==> src/rtl/skf_pkg.sv <==
// shared constants and types for the scalar kalman filter
package skf_pkg;

    localparam int unsigned DataW  = 32;
    localparam int unsigned MeasW  = 16;
    localparam int unsigned GainW  = 17;
    localparam int unsigned FracW  = 16;
    localparam int unsigned CfgIdxW = 2;

    localparam logic [GainW-1:0] GAIN_ONE = 17'h10000;

    // configuration register indexes
    localparam logic [CfgIdxW-1:0] REG_PROCESS_NOISE    = 2'd0;
    localparam logic [CfgIdxW-1:0] REG_MEASURE_NOISE    = 2'd1;
    localparam logic [CfgIdxW-1:0] REG_INITIAL_ESTIMATE = 2'd2;
    localparam logic [CfgIdxW-1:0] REG_INITIAL_VARIANCE = 2'd3;

    // register values after reset
    localparam logic [DataW-1:0] RST_PROCESS_NOISE    = 32'd655;
    localparam logic [DataW-1:0] RST_MEASURE_NOISE    = 32'd65536;
    localparam logic [DataW-1:0] RST_INITIAL_ESTIMATE = 32'd0;
    localparam logic [DataW-1:0] RST_INITIAL_VARIANCE = 32'd65536;

    typedef enum logic [5:0] {
        S_IDLE = 6'b000001,
        S_PRED = 6'b000010,
        S_DIV  = 6'b000100,
        S_MULE = 6'b001000,
        S_MULP = 6'b010000,
        S_FIN  = 6'b100000
    } t_state;

endpackage

==> src/rtl/scalar_kalman_filter.sv <==
// scalar kalman filter: one sample per transaction; no new sample is taken until the last result is offered
// a sample is accepted only in idle; the result is offered after the predict, divide, multiply and final states
// the gain comes from a 17-step restoring divider
// one shared 34x18 multiplier forms the estimate correction and the new variance
// synchronous active-low reset restores control and configuration and reloads the state
module scalar_kalman_filter
    import skf_pkg::*;
(
    input  logic                      i_clk,
    input  logic                      i_rst_n,
    input  logic                      i_in_valid,
    output logic                      o_in_stall,
    input  logic signed [MeasW-1:0]   i_measurement,
    output logic                      o_out_valid,
    input  logic                      i_out_stall,
    output logic signed [DataW-1:0]   o_estimate,
    input  logic                      i_cfg_valid,
    output logic                      o_cfg_ready,
    input  logic [CfgIdxW-1:0]        i_cfg_index,
    input  logic [DataW-1:0]          i_cfg_data
);

    t_state r_state, n_state;

    logic [DataW-1:0]         r_q, r_r;
    logic signed [DataW-1:0]  r_est;
    logic [DataW-1:0]         r_var;
    logic signed [MeasW-1:0]  r_meas;
    logic [DataW-1:0]         r_p;
    logic [DataW:0]           r_den;
    logic signed [DataW:0]    r_resid;
    logic [DataW+1:0]         r_rem;
    logic [GainW-1:0]         r_quo;
    logic [4:0]               r_cnt;
    logic signed [51:0]       r_prod;
    logic                     r_out_valid;
    logic signed [DataW-1:0]  r_out_est;

    logic                     w_in_acc, w_cfg_acc, w_out_free;
    logic [DataW:0]           w_psum;
    logic [DataW-1:0]         w_p;
    logic [DataW+2:0]         w_diff;
    logic                     w_ge;
    logic [DataW+1:0]         w_rem_next;
    logic signed [33:0]       w_mul_a;
    logic signed [17:0]       w_mul_b;
    logic signed [51:0]       w_prod;
    logic signed [51:0]       w_round;
    logic signed [36:0]       w_nx;
    logic [48:0]              w_pv;

    assign w_in_acc   = i_in_valid && !o_in_stall;
    assign w_cfg_acc  = i_cfg_valid && o_cfg_ready;
    assign w_out_free = !r_out_valid || !i_out_stall;

    assign o_in_stall  = (r_state != S_IDLE);
    assign o_cfg_ready = (r_state == S_IDLE);
    assign o_out_valid = r_out_valid;
    assign o_estimate  = r_out_est;

    // predicted variance, saturating
    assign w_psum = {1'b0, r_var} + {1'b0, r_q};
    assign w_p    = w_psum[DataW] ? {DataW{1'b1}} : w_psum[DataW-1:0];

    // one restoring division step
    assign w_diff     = {1'b0, r_rem} - {2'b00, r_den};
    assign w_ge       = !w_diff[DataW+2];
    assign w_rem_next = w_ge ? w_diff[DataW+1:0] : r_rem;

    // shared multiplier operands
    always_comb begin
        if (r_state == S_MULE) begin
            w_mul_a = {r_resid[DataW], r_resid};
            w_mul_b = {1'b0, r_quo};
        end else begin
            w_mul_a = {2'b00, r_p};
            w_mul_b = {1'b0, GAIN_ONE - r_quo};
        end
    end
    assign w_prod = w_mul_a * w_mul_b;

    // rounded correction added to the estimate, ties upward
    assign w_round = r_prod + 52'sd32768;
    assign w_nx    = {{5{r_est[DataW-1]}}, r_est} + {w_round[51], w_round[51:16]};
    assign w_pv    = r_prod[48:0] + 49'd32768;

    always_comb begin
        n_state = r_state;
        case (r_state)
            S_IDLE: if (w_in_acc) n_state = S_PRED;
            S_PRED: n_state = S_DIV;
            S_DIV:  if (r_cnt == 5'd0) n_state = S_MULE;
            S_MULE: n_state = S_MULP;
            S_MULP: n_state = S_FIN;
            S_FIN:  if (w_out_free) n_state = S_IDLE;
            default: n_state = S_IDLE;
        endcase
    end

    always_ff @(posedge i_clk) begin
        if (!i_rst_n) begin
            r_state     <= S_IDLE;
            r_q         <= RST_PROCESS_NOISE;
            r_r         <= RST_MEASURE_NOISE;
            r_est       <= RST_INITIAL_ESTIMATE;
            r_var       <= RST_INITIAL_VARIANCE;
            r_out_valid <= 1'b0;
            r_cnt       <= 5'd0;
        end else begin
            r_state <= n_state;
            // the final step raises valid itself
            if (r_out_valid && !i_out_stall && r_state != S_FIN) begin
                r_out_valid <= 1'b0;
            end
            case (r_state)
                S_IDLE: begin
                    if (w_cfg_acc) begin
                        case (i_cfg_index)
                            REG_PROCESS_NOISE:    r_q <= i_cfg_data;
                            REG_MEASURE_NOISE:    r_r <= i_cfg_data;
                            REG_INITIAL_ESTIMATE: r_est <= i_cfg_data;
                            REG_INITIAL_VARIANCE: r_var <= i_cfg_data;
                            default: ;
                        endcase
                    end
                end
                S_PRED: begin
                    r_cnt <= 5'd16;
                end
                S_DIV: begin
                    r_cnt <= r_cnt - 5'd1;
                end
                S_MULP: begin
                    if (w_nx > 37'sd2147483647) begin
                        r_est <= 32'h7FFF_FFFF;
                    end else if (w_nx < -37'sd2147483648) begin
                        r_est <= 32'h8000_0000;
                    end else begin
                        r_est <= w_nx[DataW-1:0];
                    end
                end
                S_FIN: begin
                    if (w_out_free) begin
                        r_var       <= w_pv[47:16];
                        r_out_valid <= 1'b1;
                    end
                end
                default: ;
            endcase
        end
    end

    // datapath registers, no reset
    always_ff @(posedge i_clk) begin
        if (w_in_acc) begin
            r_meas <= i_measurement;
        end
        case (r_state)
            S_PRED: begin
                r_p     <= w_p;
                r_den   <= {1'b0, w_p} + {1'b0, r_r};
                r_rem   <= {2'b00, w_p};
                r_quo   <= '0;
                r_resid <= {r_meas[MeasW-1], r_meas, 16'h0000}
                           - {r_est[DataW-1], r_est};
            end
            S_DIV: begin
                r_rem <= {w_rem_next[DataW:0], 1'b0};
                if (r_cnt == 5'd0 && r_den == '0) begin
                    r_quo <= GAIN_ONE;
                end else begin
                    r_quo <= {r_quo[GainW-2:0], w_ge};
                end
            end
            S_MULE, S_MULP: begin
                r_prod <= w_prod;
            end
            S_FIN: begin
                if (w_out_free) begin
                    r_out_est <= r_est;
                end
            end
            default: ;
        endcase
    end

    // gain never exceeds one once the division is done
    assert property (@(posedge i_clk) disable iff (!i_rst_n)
        (r_state == S_MULE) |-> (r_quo <= GAIN_ONE))
        else $error("gain above one after division");

    // a new result appears only at the end of the final step
    assert property (@(posedge i_clk) disable iff (!i_rst_n)
        $rose(o_out_valid) |-> $past(r_state == S_FIN))
        else $error("result raised outside final step");

    // division always runs its full count before the multiplies
    assert property (@(posedge i_clk) disable iff (!i_rst_n)
        (r_state == S_MULE) |-> ($past(r_state == S_DIV) && $past(r_cnt == 5'd0)))
        else $error("multiply entered before division finished");

endmodule
==> config.mk <==
export PLATFORM = sky130hd
export DESIGN_NAME = scalar_kalman_filter
export DESIGN_NICKNAME = d
export VERILOG_FILES = /design/src/rtl/skf_pkg.sv /design/src/rtl/scalar_kalman_filter.sv
export SDC_FILE = /design/constraint.sdc
export NUM_CORES = 2
export LEC_CHECK = 0
export BUFFER_PORTS_ARGS = -buffer_cell sky130_fd_sc_hd__buf_2
export CORE_ASPECT_RATIO = 1.2
export CORE_UTILIZATION = 50
export DETAILED_ROUTE_END_ITERATION = 6
export GPL_TIMING_DRIVEN = 0
export PLACE_DENSITY = 0.73
export SLEW_MARGIN = 20
export SYNTH_ARGS = -nofsm -noshare
export SYNTH_HDL_FRONTEND = slang
export SYNTH_SLANG_ARGS = --single-unit
==> constraint.sdc <==
create_clock -name i_clk -period 12.3 [get_ports i_clk]
set_clock_uncertainty 0.1 [all_clocks]
set_input_delay 1.23 -clock i_clk [delete_from_list [all_inputs] [get_ports i_clk]]
set_output_delay 1.23 -clock i_clk [all_outputs]
set_load 0.02 [all_outputs]
# Yosys cells after proc, flatten, opt, wreduce, memory -nomap -nowiden
# Index checks and enable logic that the tools add are counted.
[classes] add_sub_neg=9 muxes=24 multipliers=1 n_lt_le_gt_ge=2 eq_ne=17 reduce_logical=23
[ops] cell="$mux W32" n=8
[ops] cell="$pmux W32 S2" n=2
[ops] cell="$pmux W34 S2" n=1
[ops] cell="$add A32 B32 Y33" n=2
[ops] cell="$add A52 B17 Y52 const B" n=1
[ops] cell="$mul A34 B18 Y52" n=1
[ops] cell="$add A48 B16 Y48 const B" n=1
[ops] cell="$add A32 B36 Y37" n=1
[ops] cell="$gt A37 B32 Y1 const B" n=1
[ops] cell="$lt A37 B32 Y1 const B" n=1
[ops] cell="$pmux W6 S6" n=1
[ops] cell="$sub A34 B33 Y35" n=1
[ops] cell="$mux W17" n=2
[ops] cell="$mux W34" n=1
[ops] cell="$pmux W17 S2" n=1
[ops] cell="$logic_not A33 Y1" n=1
[ops] cell="$mux W33" n=1
[ops] cell="$sub A32 B32 Y33" n=1
[ops] cell="$mux W6" n=3
[ops] cell="$sub A17 B17 Y17 const A" n=1
[ops] cell="$reduce_and A3 Y1" n=4
[ops] cell="$pmux W5 S2" n=1
[ops] cell="$ne A2 B1 Y1 const B" n=4
[ops] cell="$eq A6 B1 Y1 const B" n=1
[ops] cell="other kinds (21)" n=34
[word_totals] elab_cells=91 ff_bits=389 in_bits=55 output_inout_bits=35

# Longest topological paths before layout
[depth] ltp_word=6 mapped_depth=31 mapped_depth_nobuf=29

# Worst setup path before layout
# OpenSTA, ideal clock, no wires.
[synth_path] path_type="reg-to-reg" startpoint="register r_state[2]" endpoint="register r_state[0]" period_less_slack_ns=10.617 required_ns=12.084 t_arrival_ns=10.401 setup_slack_ns=1.683 setup_ns=0.116 n_path_buf=0 stages_incl_launch_ff=8 path_cell_list="dfxtp_1 nor2_1 nand2_1 nor3b_1 nor2_1 inv_1 nor2_1 a31o_2"
[synth_via] elab_chain_len=5 elab_cells_between_ends=14 classes_between="eq/ne: 10; mux: 1; reduce/logical: 3"
[synth_rtl] element="start, declared" line_no="scalar_kalman_filter.sv:23" text="t_state r_state, n_state;"
[synth_rtl] element="start signal, assigned" line_no="scalar_kalman_filter.sv:110" text="r_state <= n_state;"
[synth_rtl] element="$ne A6 B1 Y1" line_no="scalar_kalman_filter.sv:56" text="assign o_in_stall = (r_state != S_IDLE);"
[synth_rtl] element="$logic_not A1 Y1" line_no="scalar_kalman_filter.sv:52" text="assign w_in_acc = i_in_valid && !o_in_stall;"
[synth_rtl] element="$logic_and A1 B1 Y1" line_no="scalar_kalman_filter.sv:52"
[synth_rtl] element="$ne A2 B1 Y1 (no source line)"
[synth_rtl] element="$reduce_and A3 Y1 (no source line)"
# Several ways; a longest one is shown, not always the timed one.
# A chain may end at the register's enable or synchronous reset.

# Worst setup path in the final report
[layout_path] startpoint="register r_quo[2]" endpoint="register r_prod[51], data pin"
[layout_via] elab_chain_len=3
[layout_rtl] element="start, declared" line_no="scalar_kalman_filter.sv:33" text="logic [GainW-1:0] r_quo;"
[layout_rtl] element="start signal, assigned" line_no="scalar_kalman_filter.sv:172" text="r_quo <= {r_quo[GainW-2:0], w_ge};"
[layout_rtl] element="$sub A17 B17 Y17" line_no="scalar_kalman_filter.sv:77" text="w_mul_b = {1'b0, GAIN_ONE - r_quo};"
[layout_rtl] element="$mux W17 *" line_no="scalar_kalman_filter.sv:72" text="if (r_state == S_MULE) begin"
[layout_rtl] element="$mul A34 B18 Y52 *" line_no="scalar_kalman_filter.sv:80" text="assign w_prod = w_mul_a * w_mul_b;"
[layout_rtl] element="net w_prod[51]" line_no="scalar_kalman_filter.sv:47" text="logic signed [51:0] w_prod;"
[layout_rtl] element="end signal, assigned" line_no="scalar_kalman_filter.sv:176" text="r_prod <= w_prod;"
[layout_rtl] element="end, declared" line_no="scalar_kalman_filter.sv:35" text="logic signed [51:0] r_prod;"
# Mark *: on every way through the listed nets, which the timed path passes. The rest lies on a longest branch.

==> results.sh <==
export IMPL_placed_cells=5875
export IMPL_cpMostUsedCell="fa_1"
export IMPL_ctsLongestPathBuffers=3
export IMPL_die_w_microns=266
export IMPL_antenna_found_initial=4
export IMPL_drt_vias_per_instance=5.71
export IMPL_relSlewSlack_pct=14.7
export IMPL_wl_mm=132
export IMPL_multi_input_comb_area_sq_um=28500
export IMPL_required_ns=12.48
export IMPL_hold_path_endpoint="r_q[27]$_SDFFE_PN0P_"
export IMPL_layout_area_seq_sq_um=9830
export IMPL_initial_core_util_pct=50.7
export IMPL_grt_usage_pct=31.6
export IMPL_slew_viol_final=0
export IMPL_fillers=7480
export IMPL_cts_made_buffers=36
export IMPL_hold_path_cell_count=2
export IMPL_status="finished, final reports clean"
export IMPL_synth_seq_area_share_pct=23.6
export IMPL_die_h_microns=318
export IMPL_grt_overflow_total=0
export IMPL_ant_nets=0
export IMPL_ys_async_sr_fraction_pct=0
export IMPL_drv_cap=0
export IMPL_syn_area_per_cell_sq_um=8.95
export IMPL_dieArea_sq_um=84600
export IMPL_grt_pass1_wl_mm=201
export IMPL_crit_path_start_kind="flip-flop"
export IMPL_arrival_ns=11.24
export IMPL_portBuffers=89
export IMPL_synth_seq_cells=374
export IMPL_cts_root_buf="clkbuf_16"
export IMPL_syn_area_sq_um=41700
export IMPL_r2r_cells=30
export IMPL_ioPinCount=90
export IMPL_dp_hpwl_mm=110
export IMPL_r2r_start="r_quo[2]$_SDFFCE_PP0P_"
export IMPL_grt_max_degree=54
export IMPL_drtIter0Drc=3058
export IMPL_drc=0
export IMPL_synth_main_ff_cell="edfxtp_1"
export IMPL_dr_pass1_iters=6
export IMPL_final_core_util_pct=54.6
export IMPL_cp_max_fo=10
export IMPL_worst_slew_pin_slew_ns=1.24
export IMPL_ctsHoldBuffers=0
export IMPL_hold_path_class="flip-flop to flip-flop"
export IMPL_finalHoldViolCount=0
export IMPL_min_from="r_q[27]$_SDFFE_PN0P_"
export IMPL_syn_nets=5530
export IMPL_clk_latency_ns=0.58
export IMPL_yosys_warnings=0
export IMPL_synth_edff_count=234
export IMPL_place_congestion=0.998
export IMPL_grt_pass1_vias=34054
export IMPL_end_kind="flip-flop"
export IMPL_syn2layout_area_growth_pct=7.76
export IMPL_final_cell_mix="nand2_1, inv_1, fa_1"
export IMPL_cts_sinks=374
export IMPL_vias=33914
export IMPL_period_minus_slack_ns=11.06
export IMPL_cts_resized=0
export IMPL_worstSetupPathType="flip-flop to flip-flop"
export IMPL_layout_cells_non_filler=5942
export IMPL_postCtsSetupBuffers=0
export IMPL_wl_per_cell_microns=22.2
export IMPL_fmax_mhz=90.4
export IMPL_drive_gt1_share_pct=4.55
export IMPL_core_sq_um=82300
export IMPL_reg2reg_to="r_prod[51]$_DFFE_PN_"
export IMPL_setup_viol=0
export IMPL_layout_commonest_cell="nand2_1"
export IMPL_crit_slowest_cell="a31oi_1"
export IMPL_synth_distinct_cells=83
export IMPL_slowest_delay_ns=1.00
export IMPL_synthCells=4661
export IMPL_clk_pin_slew_ns=0.06
export IMPL_cts_tree="yes"
export IMPL_regToRegSetupSlack_ns=1.24
export IMPL_period_share_pct=90.0
export IMPL_cts_max_level=2
export IMPL_nets=5671
export IMPL_grt_setup_unrepaired="false"
export IMPL_num_rows=115
==> critical path, delay by kind of cell (launching register included) <==
| family | cells | cell delay, ns |
|---|---|---|
| DFF | 1 | 0.54 |
| and+or+nand+nor | 7 | 1.80 |
| xor gates and xnor gates | 2 | 1.03 |
| buffers and inverters | 6 | 1.08 |
| adders and majority gates | 7 | 3.24 |
| AOI/OAI and AO/OA | 8 | 2.95 |
==> worst max path at each step <==
stage	startpoint	to	slack (ns)	cells after the start
final	r_quo[2]$_SDFFCE_PP0P_	r_prod[51]$_DFFE_PN_	1.24	30
after floorplan	r_state[2]$_SDFFE_PN0P_	r_state[0]$_SDFFE_PN1P_	1.68	7
after detailed placement	r_quo[2]$_SDFFCE_PP0P_	r_prod[51]$_DFFE_PN_	1.59	30
after global placement	r_state[3]$_SDFFE_PN0P_	r_cnt[1]$_SDFFE_PN0P_	-3.08	7
after CTS	r_quo[2]$_SDFFCE_PP0P_	r_prod[51]$_DFFE_PN_	1.52	30
after global routing	r_quo[2]$_SDFFCE_PP0P_	r_prod[51]$_DFFE_PN_	0.91	30
==> area by class of cell <==
type | count | share of cell area [%]
Multi-Input combinational cell | 3369 | 63.3
Clock buffer | 41 | 2.07
Sequential cell | 374 | 21.9
Antenna cell | 1 | 0.00556
Inverter | 746 | 6.23
Tap cell | 1111 | 3.09
Buffer | 172 | 1.54
Clock inverter | 25 | 0.626
Timing Repair Buffer | 103 | 1.30
==> stage by stage <==
step	hold WS [ns]	TNS [ns]	worst slack (ns)	cell area, sq um
3_5_place_dp	0.361	0	1.59	43700
2_1_floorplan	0.343	0	1.68	41700
3_3_place_gp	0.356	-157.10	-3.08	43600
4_1_cts	0.373	0	1.52	45000
6_report	0.374	0	1.24	45000
5_1_grt	0.387	0	0.911	45000
==> registers in the layout (all words and copies together) (netlist names), 6 cells and up <==
signal      flops
r_est          32
r_quo          17
r_p            32
r_resid        33
o_estimate     32
r_q            32
r_rem          34
r_meas         16
r_state         6
r_den          33
r_prod         37
r_var          32
r_r            32
==> synth_stat cells, types with 8 or more instances <==
master    count  area [sq um]
nand2_1     765          2870
inv_1       746          2800
fa_1        542         10900
nor2_1      355          1330
ha_1        272          3400
edfxtp_1    234          7030
a21oi_1     210          1050
clkbuf_1    152           571
xnor2_1     149          1310
dfxtp_1     140          2800
o21ai_0     117           586
xor2_1       78           683
mux2i_1      71           711
nor3_1       68           340
a21o_1       67           503
a21boi_0     66           495
and2_1       62           388
nand3_1      54           270
nor2b_1      44           275
o21ai_1      34           170
and3_1       31           194
nand4_1      31           194
o21bai_1     31           233
nand2b_1     30           188
o21a_1       28           210
nor4_1       23           144
a211oi_1     21           158
or3_1        18           113
a31oi_1      17           106
o211ai_1     14           105
nor3b_1      13          97.6
o31ai_1      10          75.1
mux2_2        9           101
nand3b_1      9          67.6
o31a_1        9          78.8
a221oi_1      8          70.1
and4_1        8          70.1
==> layer usage <==
| metal | routed length (microns) | GRT usage, % | up-vias |
|---|---|---|---|
| met5 | 50 | 0 | - |
| met4 | 10300 | 20.7 | 8 |
| met3 | 10700 | 4.90 | 397 |
| met2 | 60000 | 50.3 | 1560 |
| met1 | 50600 | 39.9 | 16576 |
| li1 | - | - | 15373 |
==> kinds of logic after synthesis <==
kind of cell | share of synthesized area, %
simple gates | 16.3
buf+inv | 8.37
fa+ha+maj | 34.2
compound gates | 10.9
flops | 23.6
xor+xnor | 4.76
mux | 1.95
Power is left out: the tool's default activity adds up to more than one toggle a clock period on the data nets, which glitch-free logic cannot reach.
